**src/hw/rtl/cll_pkg.sv**
```systemverilog
package cll_pkg;

   localparam int NodeBits = 8;
   localparam int NodeCount = 256;

   typedef logic [NodeBits-1:0] node_type;

   // Command codes
   typedef enum logic [3:0] {
      ACT_INIT   = 4'd0,
      ACT_INS_BF = 4'd1,
      ACT_INS_FS = 4'd2,
      ACT_APPEND = 4'd3,
      ACT_POP_FS = 4'd4,
      ACT_POP_LS = 4'd5,
      ACT_EMPTY  = 4'd6,
      ACT_FIND   = 4'd7,
      ACT_REMOVE = 4'd8,
      ACT_LENGTH = 4'd9
   } action_type;

   // Which link memory a port touches
   typedef enum logic {
      LNK_NEXT  = 1'b0,
      LNK_PRIOR = 1'b1
   } link_sel_type;

   // Address source for the datapath
   typedef enum logic [2:0] {
      ADR_ANCHOR = 3'd0,
      ADR_ITEM   = 3'd1,
      ADR_TA     = 3'd2,
      ADR_TB     = 3'd3,
      ADR_CUR    = 3'd4
   } adr_sel_type;

   // Write data source
   typedef enum logic [1:0] {
      WD_ANCHOR = 2'd0,
      WD_ITEM   = 2'd1,
      WD_TA     = 2'd2,
      WD_TB     = 2'd3
   } wd_sel_type;

   typedef enum logic [3:0] {
      ST_IDLE,
      ST_RD1,
      ST_RD2,
      ST_WR1,
      ST_WR2,
      ST_WR3,
      ST_WR4,
      ST_WALK,
      ST_CHK,
      ST_DONE
   } state_type;

   // Controller to datapath commands
   typedef struct packed {
      logic         load;
      logic         rd_en;
      link_sel_type rd_sel;
      adr_sel_type  rd_adr;
      logic         cap_ta;
      logic         cap_tb;
      logic         wr_en;
      link_sel_type wr_sel;
      adr_sel_type  wr_adr;
      wd_sel_type   wr_dat;
      logic         walk_start;
      logic         walk_step;
      logic         set_node_item;
      logic         set_node_ta;
      logic         set_valid;
      logic         rsp_load;
   } cmd_type;

   // Datapath to controller status
   typedef struct packed {
      action_type act;
      logic       rd_is_anchor;
      logic       walk_end;
   } stat_type;

endpackage

```
**src/hw/rtl/cll_ctrl.sv**
```systemverilog
module cll_ctrl import cll_pkg::*; (
   input  logic     clock,
   input  logic     reset,
   input  logic     req_fire,
   input  logic     rsp_free,
   input  stat_type stat,
   output cmd_type  cmd,
   output logic     busy
);

   state_type state_ff, state_in;

   always_ff @(posedge clock) begin
      if (reset) begin
         state_ff <= ST_IDLE;
      end else begin
         state_ff <= state_in;
      end
   end

   // Sequencing of link reads and writes per command
   always_comb begin
      state_in = state_ff;
      cmd      = '0;
      busy     = (state_ff != ST_IDLE);
      unique case (state_ff)
         ST_IDLE: begin
            if (req_fire) begin
               cmd.load = 1'b1;
               state_in = ST_RD1;
            end
         end
         ST_RD1: begin
            // first read: the anchor's or item's link
            cmd.rd_en = 1'b1;
            case (stat.act)
               ACT_INS_BF, ACT_APPEND, ACT_POP_LS: begin
                  cmd.rd_sel = LNK_PRIOR; cmd.rd_adr = ADR_ANCHOR;
               end
               ACT_REMOVE: begin
                  cmd.rd_sel = LNK_PRIOR; cmd.rd_adr = ADR_ITEM;
               end
               default: begin
                  cmd.rd_sel = LNK_NEXT; cmd.rd_adr = ADR_ANCHOR;
               end
            endcase
            state_in = ST_RD2;
         end
         ST_RD2: begin
            // read data of RD1 arrives here; capture into ta
            cmd.cap_ta = 1'b1;
            cmd.rd_en  = 1'b1;
            case (stat.act)
               ACT_POP_FS: begin
                  cmd.rd_sel = LNK_NEXT;  cmd.rd_adr = ADR_TA;
               end
               ACT_POP_LS: begin
                  cmd.rd_sel = LNK_PRIOR; cmd.rd_adr = ADR_TA;
               end
               ACT_REMOVE: begin
                  cmd.rd_sel = LNK_NEXT;  cmd.rd_adr = ADR_ITEM;
               end
               default: begin
                  cmd.rd_en = 1'b0;
               end
            endcase
            case (stat.act)
               ACT_INIT, ACT_INS_BF, ACT_INS_FS, ACT_APPEND, ACT_REMOVE:
                  state_in = ST_WR1;
               ACT_POP_FS, ACT_POP_LS: state_in = stat.rd_is_anchor ? ST_CHK : ST_WR1;
               ACT_FIND, ACT_LENGTH: begin
                  cmd.walk_start = 1'b1;
                  state_in = ST_WALK;
               end
               default: state_in = ST_CHK;
            endcase
         end
         ST_WR1: begin
            cmd.wr_en = 1'b1;
            case (stat.act)
               ACT_INIT: begin
                  cmd.wr_sel = LNK_NEXT; cmd.wr_adr = ADR_ANCHOR; cmd.wr_dat = WD_ANCHOR;
               end
               ACT_INS_BF, ACT_APPEND: begin
                  cmd.wr_sel = LNK_NEXT; cmd.wr_adr = ADR_ITEM; cmd.wr_dat = WD_ANCHOR;
               end
               ACT_INS_FS: begin
                  cmd.wr_sel = LNK_NEXT; cmd.wr_adr = ADR_ITEM; cmd.wr_dat = WD_TA;
               end
               ACT_POP_FS: begin
                  cmd.cap_tb = 1'b1;
                  cmd.wr_sel = LNK_NEXT; cmd.wr_adr = ADR_ANCHOR; cmd.wr_dat = WD_TB;
               end
               ACT_POP_LS: begin
                  cmd.cap_tb = 1'b1;
                  cmd.wr_sel = LNK_NEXT; cmd.wr_adr = ADR_TB; cmd.wr_dat = WD_ANCHOR;
               end
               default: begin
                  // remove: tb = next[n]; next[ta] = tb
                  cmd.cap_tb = 1'b1;
                  cmd.wr_sel = LNK_NEXT; cmd.wr_adr = ADR_TA; cmd.wr_dat = WD_TB;
               end
            endcase
            state_in = ST_WR2;
         end
         ST_WR2: begin
            cmd.wr_en = 1'b1;
            state_in  = ST_WR3;
            case (stat.act)
               ACT_INIT: begin
                  cmd.wr_sel = LNK_PRIOR; cmd.wr_adr = ADR_ANCHOR; cmd.wr_dat = WD_ANCHOR;
                  state_in = ST_CHK;
               end
               ACT_INS_BF, ACT_APPEND: begin
                  cmd.wr_sel = LNK_PRIOR; cmd.wr_adr = ADR_ITEM; cmd.wr_dat = WD_TA;
               end
               ACT_INS_FS: begin
                  cmd.wr_sel = LNK_PRIOR; cmd.wr_adr = ADR_ITEM; cmd.wr_dat = WD_ANCHOR;
               end
               ACT_POP_FS: begin
                  cmd.wr_sel = LNK_PRIOR; cmd.wr_adr = ADR_TB; cmd.wr_dat = WD_ANCHOR;
                  cmd.set_node_ta = 1'b1; cmd.set_valid = 1'b1;
                  state_in = ST_CHK;
               end
               ACT_POP_LS: begin
                  cmd.wr_sel = LNK_PRIOR; cmd.wr_adr = ADR_ANCHOR; cmd.wr_dat = WD_TB;
                  cmd.set_node_ta = 1'b1; cmd.set_valid = 1'b1;
                  state_in = ST_CHK;
               end
               default: begin
                  cmd.wr_sel = LNK_PRIOR; cmd.wr_adr = ADR_TB; cmd.wr_dat = WD_TA;
                  cmd.set_node_item = 1'b1;
                  state_in = ST_CHK;
               end
            endcase
         end
         ST_WR3: begin
            cmd.wr_en = 1'b1;
            if (stat.act == ACT_INS_FS) begin
               cmd.wr_sel = LNK_PRIOR; cmd.wr_adr = ADR_TA; cmd.wr_dat = WD_ITEM;
            end else begin
               cmd.wr_sel = LNK_NEXT; cmd.wr_adr = ADR_TA; cmd.wr_dat = WD_ITEM;
            end
            state_in = ST_WR4;
         end
         ST_WR4: begin
            cmd.wr_en = 1'b1;
            if (stat.act == ACT_INS_FS) begin
               cmd.wr_sel = LNK_NEXT; cmd.wr_adr = ADR_ANCHOR; cmd.wr_dat = WD_ITEM;
            end else begin
               cmd.wr_sel = LNK_PRIOR; cmd.wr_adr = ADR_ANCHOR; cmd.wr_dat = WD_ITEM;
            end
            state_in = ST_CHK;
         end
         ST_WALK: begin
            // one next-link read per cycle along the list
            cmd.rd_en = 1'b1; cmd.rd_sel = LNK_NEXT; cmd.rd_adr = ADR_CUR;
            cmd.walk_step = 1'b1;
            if (stat.walk_end) begin
               state_in = ST_CHK;
            end
         end
         ST_CHK: begin
            // read anchor's next link after all updates
            cmd.rd_en = 1'b1; cmd.rd_sel = LNK_NEXT; cmd.rd_adr = ADR_ANCHOR;
            state_in = ST_DONE;
         end
         ST_DONE: begin
            if (rsp_free) begin
               cmd.rsp_load = 1'b1;
               state_in = ST_IDLE;
            end
         end
         default: state_in = ST_IDLE;
      endcase
   end

endmodule

```
**src/hw/rtl/cll_dpath.sv**
```systemverilog
module cll_dpath import cll_pkg::*; (
   input  logic       clock,
   input  logic       reset,
   input  cmd_type    cmd,
   input  logic [3:0] req_action,
   input  node_type   req_anchor,
   input  node_type   req_item,
   input  logic       rsp_take,
   output stat_type   stat,
   output logic       rsp_full,
   output node_type   rsp_node,
   output logic       rsp_ok,
   output node_type   rsp_count,
   output logic       rsp_empty
);

   logic [NodeBits-1:0] next_mem  [NodeCount];
   logic [NodeBits-1:0] prior_mem [NodeCount];

   logic [3:0]  act_ff;
   node_type    anc_ff, itm_ff, ta_ff, tb_ff, rd_ff, cur_ff;
   node_type    node_ff, cnt_ff;
   logic        valid_ff, found_ff;
   logic [NodeBits:0] steps_ff;
   logic        full_ff;
   node_type    rd_adr, wr_adr, wr_dat, rd_val;
   logic        walking_ff;

   function automatic node_type pick(adr_sel_type s, node_type a, node_type i,
                                     node_type x, node_type y, node_type c);
      node_type r;
      case (s)
         ADR_ANCHOR: r = a;
         ADR_ITEM:   r = i;
         ADR_TA:     r = x;
         ADR_TB:     r = y;
         default:    r = c;
      endcase
      return r;
   endfunction

   assign rd_val = rd_ff;

   // Address and data selection
   always_comb begin
      rd_adr = pick(cmd.rd_adr, anc_ff, itm_ff, cmd.cap_ta ? rd_val : ta_ff,
                    tb_ff, walking_ff ? rd_val : cur_ff);
      wr_adr = pick(cmd.wr_adr, anc_ff, itm_ff, ta_ff, cmd.cap_tb ? rd_val : tb_ff,
                    cur_ff);
      case (cmd.wr_dat)
         WD_ANCHOR: wr_dat = anc_ff;
         WD_ITEM:   wr_dat = itm_ff;
         WD_TA:     wr_dat = ta_ff;
         default:   wr_dat = cmd.cap_tb ? rd_val : tb_ff;
      endcase
   end

   // Link memories: one read and one write port each
   always_ff @(posedge clock) begin
      if (cmd.wr_en && cmd.wr_sel == LNK_NEXT) begin
         next_mem[wr_adr] <= wr_dat;
      end
      if (cmd.wr_en && cmd.wr_sel == LNK_PRIOR) begin
         prior_mem[wr_adr] <= wr_dat;
      end
   end

   always_ff @(posedge clock) begin
      if (cmd.rd_en) begin
         rd_ff <= (cmd.rd_sel == LNK_NEXT) ? next_mem[rd_adr] : prior_mem[rd_adr];
      end
   end

   // Operand and scratch registers
   always_ff @(posedge clock) begin
      if (cmd.load) begin
         act_ff <= req_action;
         anc_ff <= req_anchor;
         itm_ff <= req_item;
      end
      if (cmd.cap_ta) begin
         ta_ff <= rd_val;
      end
      if (cmd.cap_tb) begin
         tb_ff <= rd_val;
      end
   end

   // Walk: cur is the node just read back; steps counts nodes passed
   logic walk_hit;
   assign walk_hit = walking_ff && ((rd_val == anc_ff) || steps_ff[NodeBits]);

   always_ff @(posedge clock) begin
      if (reset) begin
         walking_ff <= 1'b0;
      end else if (cmd.walk_start) begin
         walking_ff <= 1'b1;
      end else if (walk_hit) begin
         walking_ff <= 1'b0;
      end
   end

   always_ff @(posedge clock) begin
      if (cmd.load) begin
         node_ff  <= '0;
         valid_ff <= 1'b0;
         cnt_ff   <= '0;
         found_ff <= 1'b0;
      end else if (cmd.set_node_item) begin
         node_ff <= itm_ff;
      end else if (cmd.set_node_ta) begin
         node_ff  <= ta_ff;
         valid_ff <= cmd.set_valid;
      end
      if (cmd.walk_start) begin
         steps_ff <= '0;
      end else if (walking_ff && !walk_hit) begin
         cur_ff   <= rd_val;
         steps_ff <= steps_ff + 1'b1;
         if (act_ff == ACT_FIND && !found_ff && rd_val == itm_ff) begin
            found_ff <= 1'b1;
            valid_ff <= 1'b1;
            cnt_ff   <= steps_ff[NodeBits-1:0];
         end
      end else if (walk_hit && act_ff == ACT_LENGTH) begin
         cnt_ff <= steps_ff[NodeBits] ? '1 : steps_ff[NodeBits-1:0];
      end
   end

   // Output register, freed when the result transfer completes
   always_ff @(posedge clock) begin
      if (reset) begin
         full_ff <= 1'b0;
      end else if (cmd.rsp_load) begin
         full_ff <= 1'b1;
      end else if (rsp_take) begin
         full_ff <= 1'b0;
      end
   end

   always_ff @(posedge clock) begin
      if (cmd.rsp_load) begin
         rsp_node  <= node_ff;
         rsp_ok    <= valid_ff;
         rsp_count <= cnt_ff;
         rsp_empty <= (rd_val == anc_ff);
      end
   end

   assign rsp_full          = full_ff;
   assign stat.act          = action_type'(act_ff);
   assign stat.rd_is_anchor = (rd_val == anc_ff);
   assign stat.walk_end     = walk_hit;

endmodule

```
**src/hw/rtl/circular_linked_list_engine.sv**
```systemverilog
// Channel | Ports          | Contents (low bit first)
// request | req_t*         | tdata: action[3:0] anchor_node[11:4] item_node[19:12]
// result  | rsp_t*         | tdata: result_node[7:0] result_valid[8] result_count[16:9]
//         |                |        list_is_empty[17]
// One command at a time. An empty test or a pop of an empty list writes no links, init,
// pops and remove write two links, inserts write four, and find and length walk the list
// (at most 256 nodes), one next-link read per node.
// The engine returns to idle after each command before the next request transfer. The result
// sits in an output register, so a stalled result blocks only the following command.
// Reset is synchronous; the link memories are not cleared.
module circular_linked_list_engine import cll_pkg::*; (
   input  logic        clock,
   input  logic        reset,
   input  logic        req_tvalid,
   output logic        req_tready,
   input  logic [23:0] req_tdata,   // action, anchor_node, item_node
   output logic        rsp_tvalid,
   input  logic        rsp_tready,
   output logic [23:0] rsp_tdata    // result_node, result_valid, result_count, list_is_empty
);

   cmd_type  cmd;
   stat_type stat;
   logic     busy, full;
   node_type r_node, r_count;
   logic     r_ok, r_empty;
   logic     req_fire, rsp_fire;

   assign req_tready = !busy;
   assign req_fire   = req_tvalid && req_tready;
   assign rsp_fire   = rsp_tvalid && rsp_tready;

   cll_ctrl u_ctrl (
      .clock    (clock),
      .reset    (reset),
      .req_fire (req_fire),
      .rsp_free (!full || rsp_tready),
      .stat     (stat),
      .cmd      (cmd),
      .busy     (busy)
   );

   cll_dpath u_dpath (
      .clock      (clock),
      .reset      (reset),
      .cmd        (cmd),
      .req_action (req_tdata[3:0]),
      .req_anchor (req_tdata[11:4]),
      .req_item   (req_tdata[19:12]),
      .rsp_take   (rsp_fire),
      .stat       (stat),
      .rsp_full   (full),
      .rsp_node   (r_node),
      .rsp_ok     (r_ok),
      .rsp_count  (r_count),
      .rsp_empty  (r_empty)
   );

   assign rsp_tvalid = full;
   assign rsp_tdata  = {6'd0, r_empty, r_count, r_ok, r_node};

   // No new command starts while one is in flight
   assert property (@(posedge clock) disable iff (reset) busy |-> !req_fire)
      else $error("command accepted while busy");
   // A result is loaded only when the output register can take it
   assert property (@(posedge clock) disable iff (reset) cmd.rsp_load |-> (!full || rsp_tready))
      else $error("result overwritten");
   // A command always leaves the idle state the next cycle
   assert property (@(posedge clock) disable iff (reset) req_fire |=> busy)
      else $error("accepted command lost");

endmodule

```
**config.mk**
```make
export PLATFORM = sky130hd
export DESIGN_NAME = circular_linked_list_engine
export DESIGN_NICKNAME = d
export VERILOG_FILES = /design/src/hw/rtl/cll_pkg.sv /design/src/hw/rtl/cll_ctrl.sv /design/src/hw/rtl/cll_dpath.sv /design/src/hw/rtl/circular_linked_list_engine.sv
export SDC_FILE = /design/constraint.sdc
export NUM_CORES = 2
export LEC_CHECK = 0
export BUFFER_PORTS_ARGS = -buffer_cell sky130_fd_sc_hd__buf_2
export CORE_ASPECT_RATIO = 0.9
export CORE_MARGIN = 2
export CORE_UTILIZATION = 60
export CTS_BUF_LIST = sky130_fd_sc_hd__clkbuf_8
export CTS_CLUSTER_DIAMETER = 200
export CTS_CLUSTER_SIZE = 14
export DETAILED_ROUTE_END_ITERATION = 16
export PLACE_DENSITY_LB_ADDON = 0.12
export SETUP_SLACK_MARGIN = 0.4
export SYNTH_ARGS = -nofsm -noshare
export SYNTH_HDL_FRONTEND = slang
export SYNTH_SLANG_ARGS = --single-unit
```
**constraint.sdc**
```tcl
create_clock -name clock -period 76.8 [get_ports clock]
set_clock_uncertainty 0.15 [all_clocks]
set_input_delay 3.84 -clock clock [delete_from_list [all_inputs] [get_ports clock]]
set_output_delay 3.84 -clock clock [all_outputs]
set_load 0.02 [all_outputs]
```
==> results.ini <==
[global_route]
grt.overflow.total = 0
grt_pass1_vias = 94740
grtUsageTotal = 0.3581
grt_max_degree = 232
antenna_found_initial = 27
grt_pass1_wl_mm = 715.1

[drt]
drt_iter0_markers = 17060
drt_wl_total_mm = 512.3
via_count = 100300
remaining_drc_errors = 0
wl_per_cell_um = 36.18
vias_per_cell = 7.085
postRouteAntennaNets = 0
dr.pass1.iters = 8

[clocking]
cts_buffers = 341
cts_resized = 0
cts_tree = built
cts_setup_buffers = 0
clk_latency_ps = 1080
ctsHoldBuffers = 0
cts_sinks = 4199
htree_levels = 5
ctsLongestPathBuffers = 4
cts.clk_slew.worst_paths_ps = 100
cts_root_buf = clkbuf_8

[power]
p_leak_nw = 55.19
powerDensity_mw_per_mm2 = 25.52
power_frac_seq = 0.585
p_total_mw = 4.478
power_switching_mw = 1.283
vdd_drop_max_mv = 0.01930
p_int_mw = 3.195
clkPwrFrac = 0.250
swShare = 0.2866
combPwrFrac = 0.165

[setup_path]
arrival_ps = 10690
crit_type = flip-flop to flip-flop
cp-start-kind = flip-flop
endpoint_kind = flip-flop
reg2reg_slack_ps = 66580
cp.required_ps = 77270
cp_max_fo = 42

[final_layout]
drive_gt1_frac = 0.1163
layout.nets = 10420
fin_util = 0.6356
design_area_mm2 = 0.1755
syn_to_final_growth_pct = 5.343

[place]
gp_congestion = 0.8980
post_dp_cell_area_mm2 = 0.1704
port_buffers = 43
hpwl_mm = 303.1

[sta]
slew_violations = 0
maxSlewHeadroom = 0.03808
fin_crit_sh = 0.1331
worstMarginPinSlew_ps = 1440
hold_violations = 0
hold_ws_ps = 269.2
rsz0062_at_grt = false
max_clock_freq_mhz = 97.82
fin_crit_ps = 10220
tns_ps = 0
setup_viol = 0

[yosys]
synth-compound-area-share = 0.06089
synth-simple-area-share = 0.08290
synth_top_area_cell = edfxtp_1
synth_top_family_by_area = simple AND/OR/NAND/NOR gates
yosys_register_bits = 4199
yosysMostFrequentCell = edfxtp_1
muxShareOfSynthArea = 0.07840
ys_seq_area_frac = 0.7539
synthCells = 10430
synth-xor-area-share = 0.001262
synth_top_area_frac = 0.7480
synth.distinct_cells = 99
synth_ff_type = edfxtp_1
synthAdderAreaFrac = 0.00007510
syn_area_per_cell_um2 = 15.97
synth_edf_count = 4150
async_flop_share = 0
synth_commonest_cells = 4150 x edfxtp_1, 1675 x nand2_1, 698 x nor2_1
synthTopCellsByArea = edfxtp_1 75%, mux4_2 5.2%, nand2_1 3.8%, mux2i_1 2.2%, nor2_1 1.6%
syn_area_mm2 = 0.1666
yosys_warnings = 0

[floorplanning]
ios = 54
dieArea_mm2 = 0.2819
core.rowCount = 183
start_util = 0.6033
die_y_um = 503.9
core_mm2 = 0.2761
die_x_um = 559.5

[status]
status = completed

[job]
cap_violations = 0

[worst_hold_path]
hp-class = flip-flop to flip-flop

==> worst paths after layout <==
| kind | from | endpoint | cells after the start |
|---|---|---|---|
| setup / recovery | u_ctrl.state_ff[0] | u_dpath.rd_ff[1] | 16 |
| hold / removal | u_dpath.node_ff[2] | u_dpath.rsp_node[2] | 0 |
| setup reg to reg | u_ctrl.state_ff[0] | u_dpath.rd_ff[1] | 16 |
| hold reg to reg | u_dpath.node_ff[2] | u_dpath.rsp_node[2] | 0 |
==> metrics by stage <==
stage	worst slack (ps)	std cells
floorplan	50490	10440
global placement	66990	13750
detailed placement	66950	13750
CTS	66930	14130
global route	66260	14140
finish	66580	14160
==> power by group through the flow <==
| stage | logic (mW) | clock network, mW | registers (mW) |
|---|---|---|---|
| floorplan | 0.393 | 0 | 2.76 |
| global placement | 0.700 | 0 | 2.67 |
| detailed placement | 0.715 | 0 | 2.67 |
| CTS | 0.716 | 1.12 | 2.62 |
| global route | 0.752 | 1.19 | 2.62 |
| finish | 0.740 | 1.12 | 2.62 |
==> final cells by class <==
class | count | area [um2]
clock inverters | 32 | 163.9
repair buffers | 294 | 2387
inverters | 13 | 48.80
clock buffers | 352 | 4845
well taps | 3700 | 4629
multi-input cells | 5544 | 37770
fillers | 19600 | 100600
flip-flops and latches | 4199 | 125600
diodes | 26 | 65.06
==> critical path, cell delays in order (launching register included) <==
cell and delay (ps):
dfxtp_1 880, nor4b_4 620, nand2_2 280, and3_1 350, a21oi_4 740, buf_4 690
buf_4 630, buf_4 660, buf_4 650, buf_4 580, mux4_2 590, nand2_1 110
a21oi_1 80, nor2_1 590, o2bb2ai_1 160, a211oi_1 1080, nand4_1 750
==> sequential cells by signal (all words and copies together), names as in the netlist <==
register            flops
u_dpath.anc_ff          8
u_dpath.found_ff        1
u_dpath.rsp_ok          1
u_dpath.prior_mem    2048
u_dpath.next_mem     2048
u_dpath.rsp_empty       1
u_dpath.valid_ff        1
u_dpath.walking_ff      1
u_dpath.itm_ff          8
u_dpath.act_ff          4
u_dpath.tb_ff           8
u_dpath.ta_ff           8
u_dpath.rsp_node        8
u_dpath.cnt_ff          8
u_dpath.rd_ff           8
u_dpath.node_ff         8
u_dpath.rsp_full        1
u_dpath.steps_ff        9
u_ctrl.state_ff         4
u_dpath.cur_ff          8
u_dpath.rsp_count       8
==> cells by family (layout without fill, tap and decap cells) <==
logic type,after synthesis,after routing
compound gates,1466,1466
buf+inv,695,691
fa+ha+maj,1,1
flops,4199,4199
mux,811,811
xor+xnor,24,24
other cells,1,32
simple gates,3236,3236
==> routing by layer <==
| layer | wire (um) | global-route usage |
|---|---|---|
| met1 | 182400 | 0.5013 |
| met2 | 227200 | 0.5228 |
| met3 | 69010 | 0.08807 |
| met4 | 33560 | 0.1965 |
| met5 | 113 | 0 |
==> placed cells by master (no fill, tap or decap), types with 23 or more instances in the layout <==
cell and count:
dfxtp_1 49, o211ai_1 57, buf_12 23, a21oi_1 368
nor2_1 679, inv_1 35, a32oi_1 99, and3_1 56
mux2i_1 366, buf_2 43, buf_4 228, edfxtp_1 4150
mux4_2 386, a221oi_1 73, o21ai_0 107, clkbuf_8 352
o221ai_1 48, a2111oi_0 34, nand4_1 124, mux2_2 56
a31oi_1 181, nor3_1 43, nor4_1 35, nand2_1 1653
a22oi_1 122, o22ai_1 79, a211oi_1 58, diode_2 26
nand3_1 475
No activity file was read; power rests on OpenSTA's default activity.
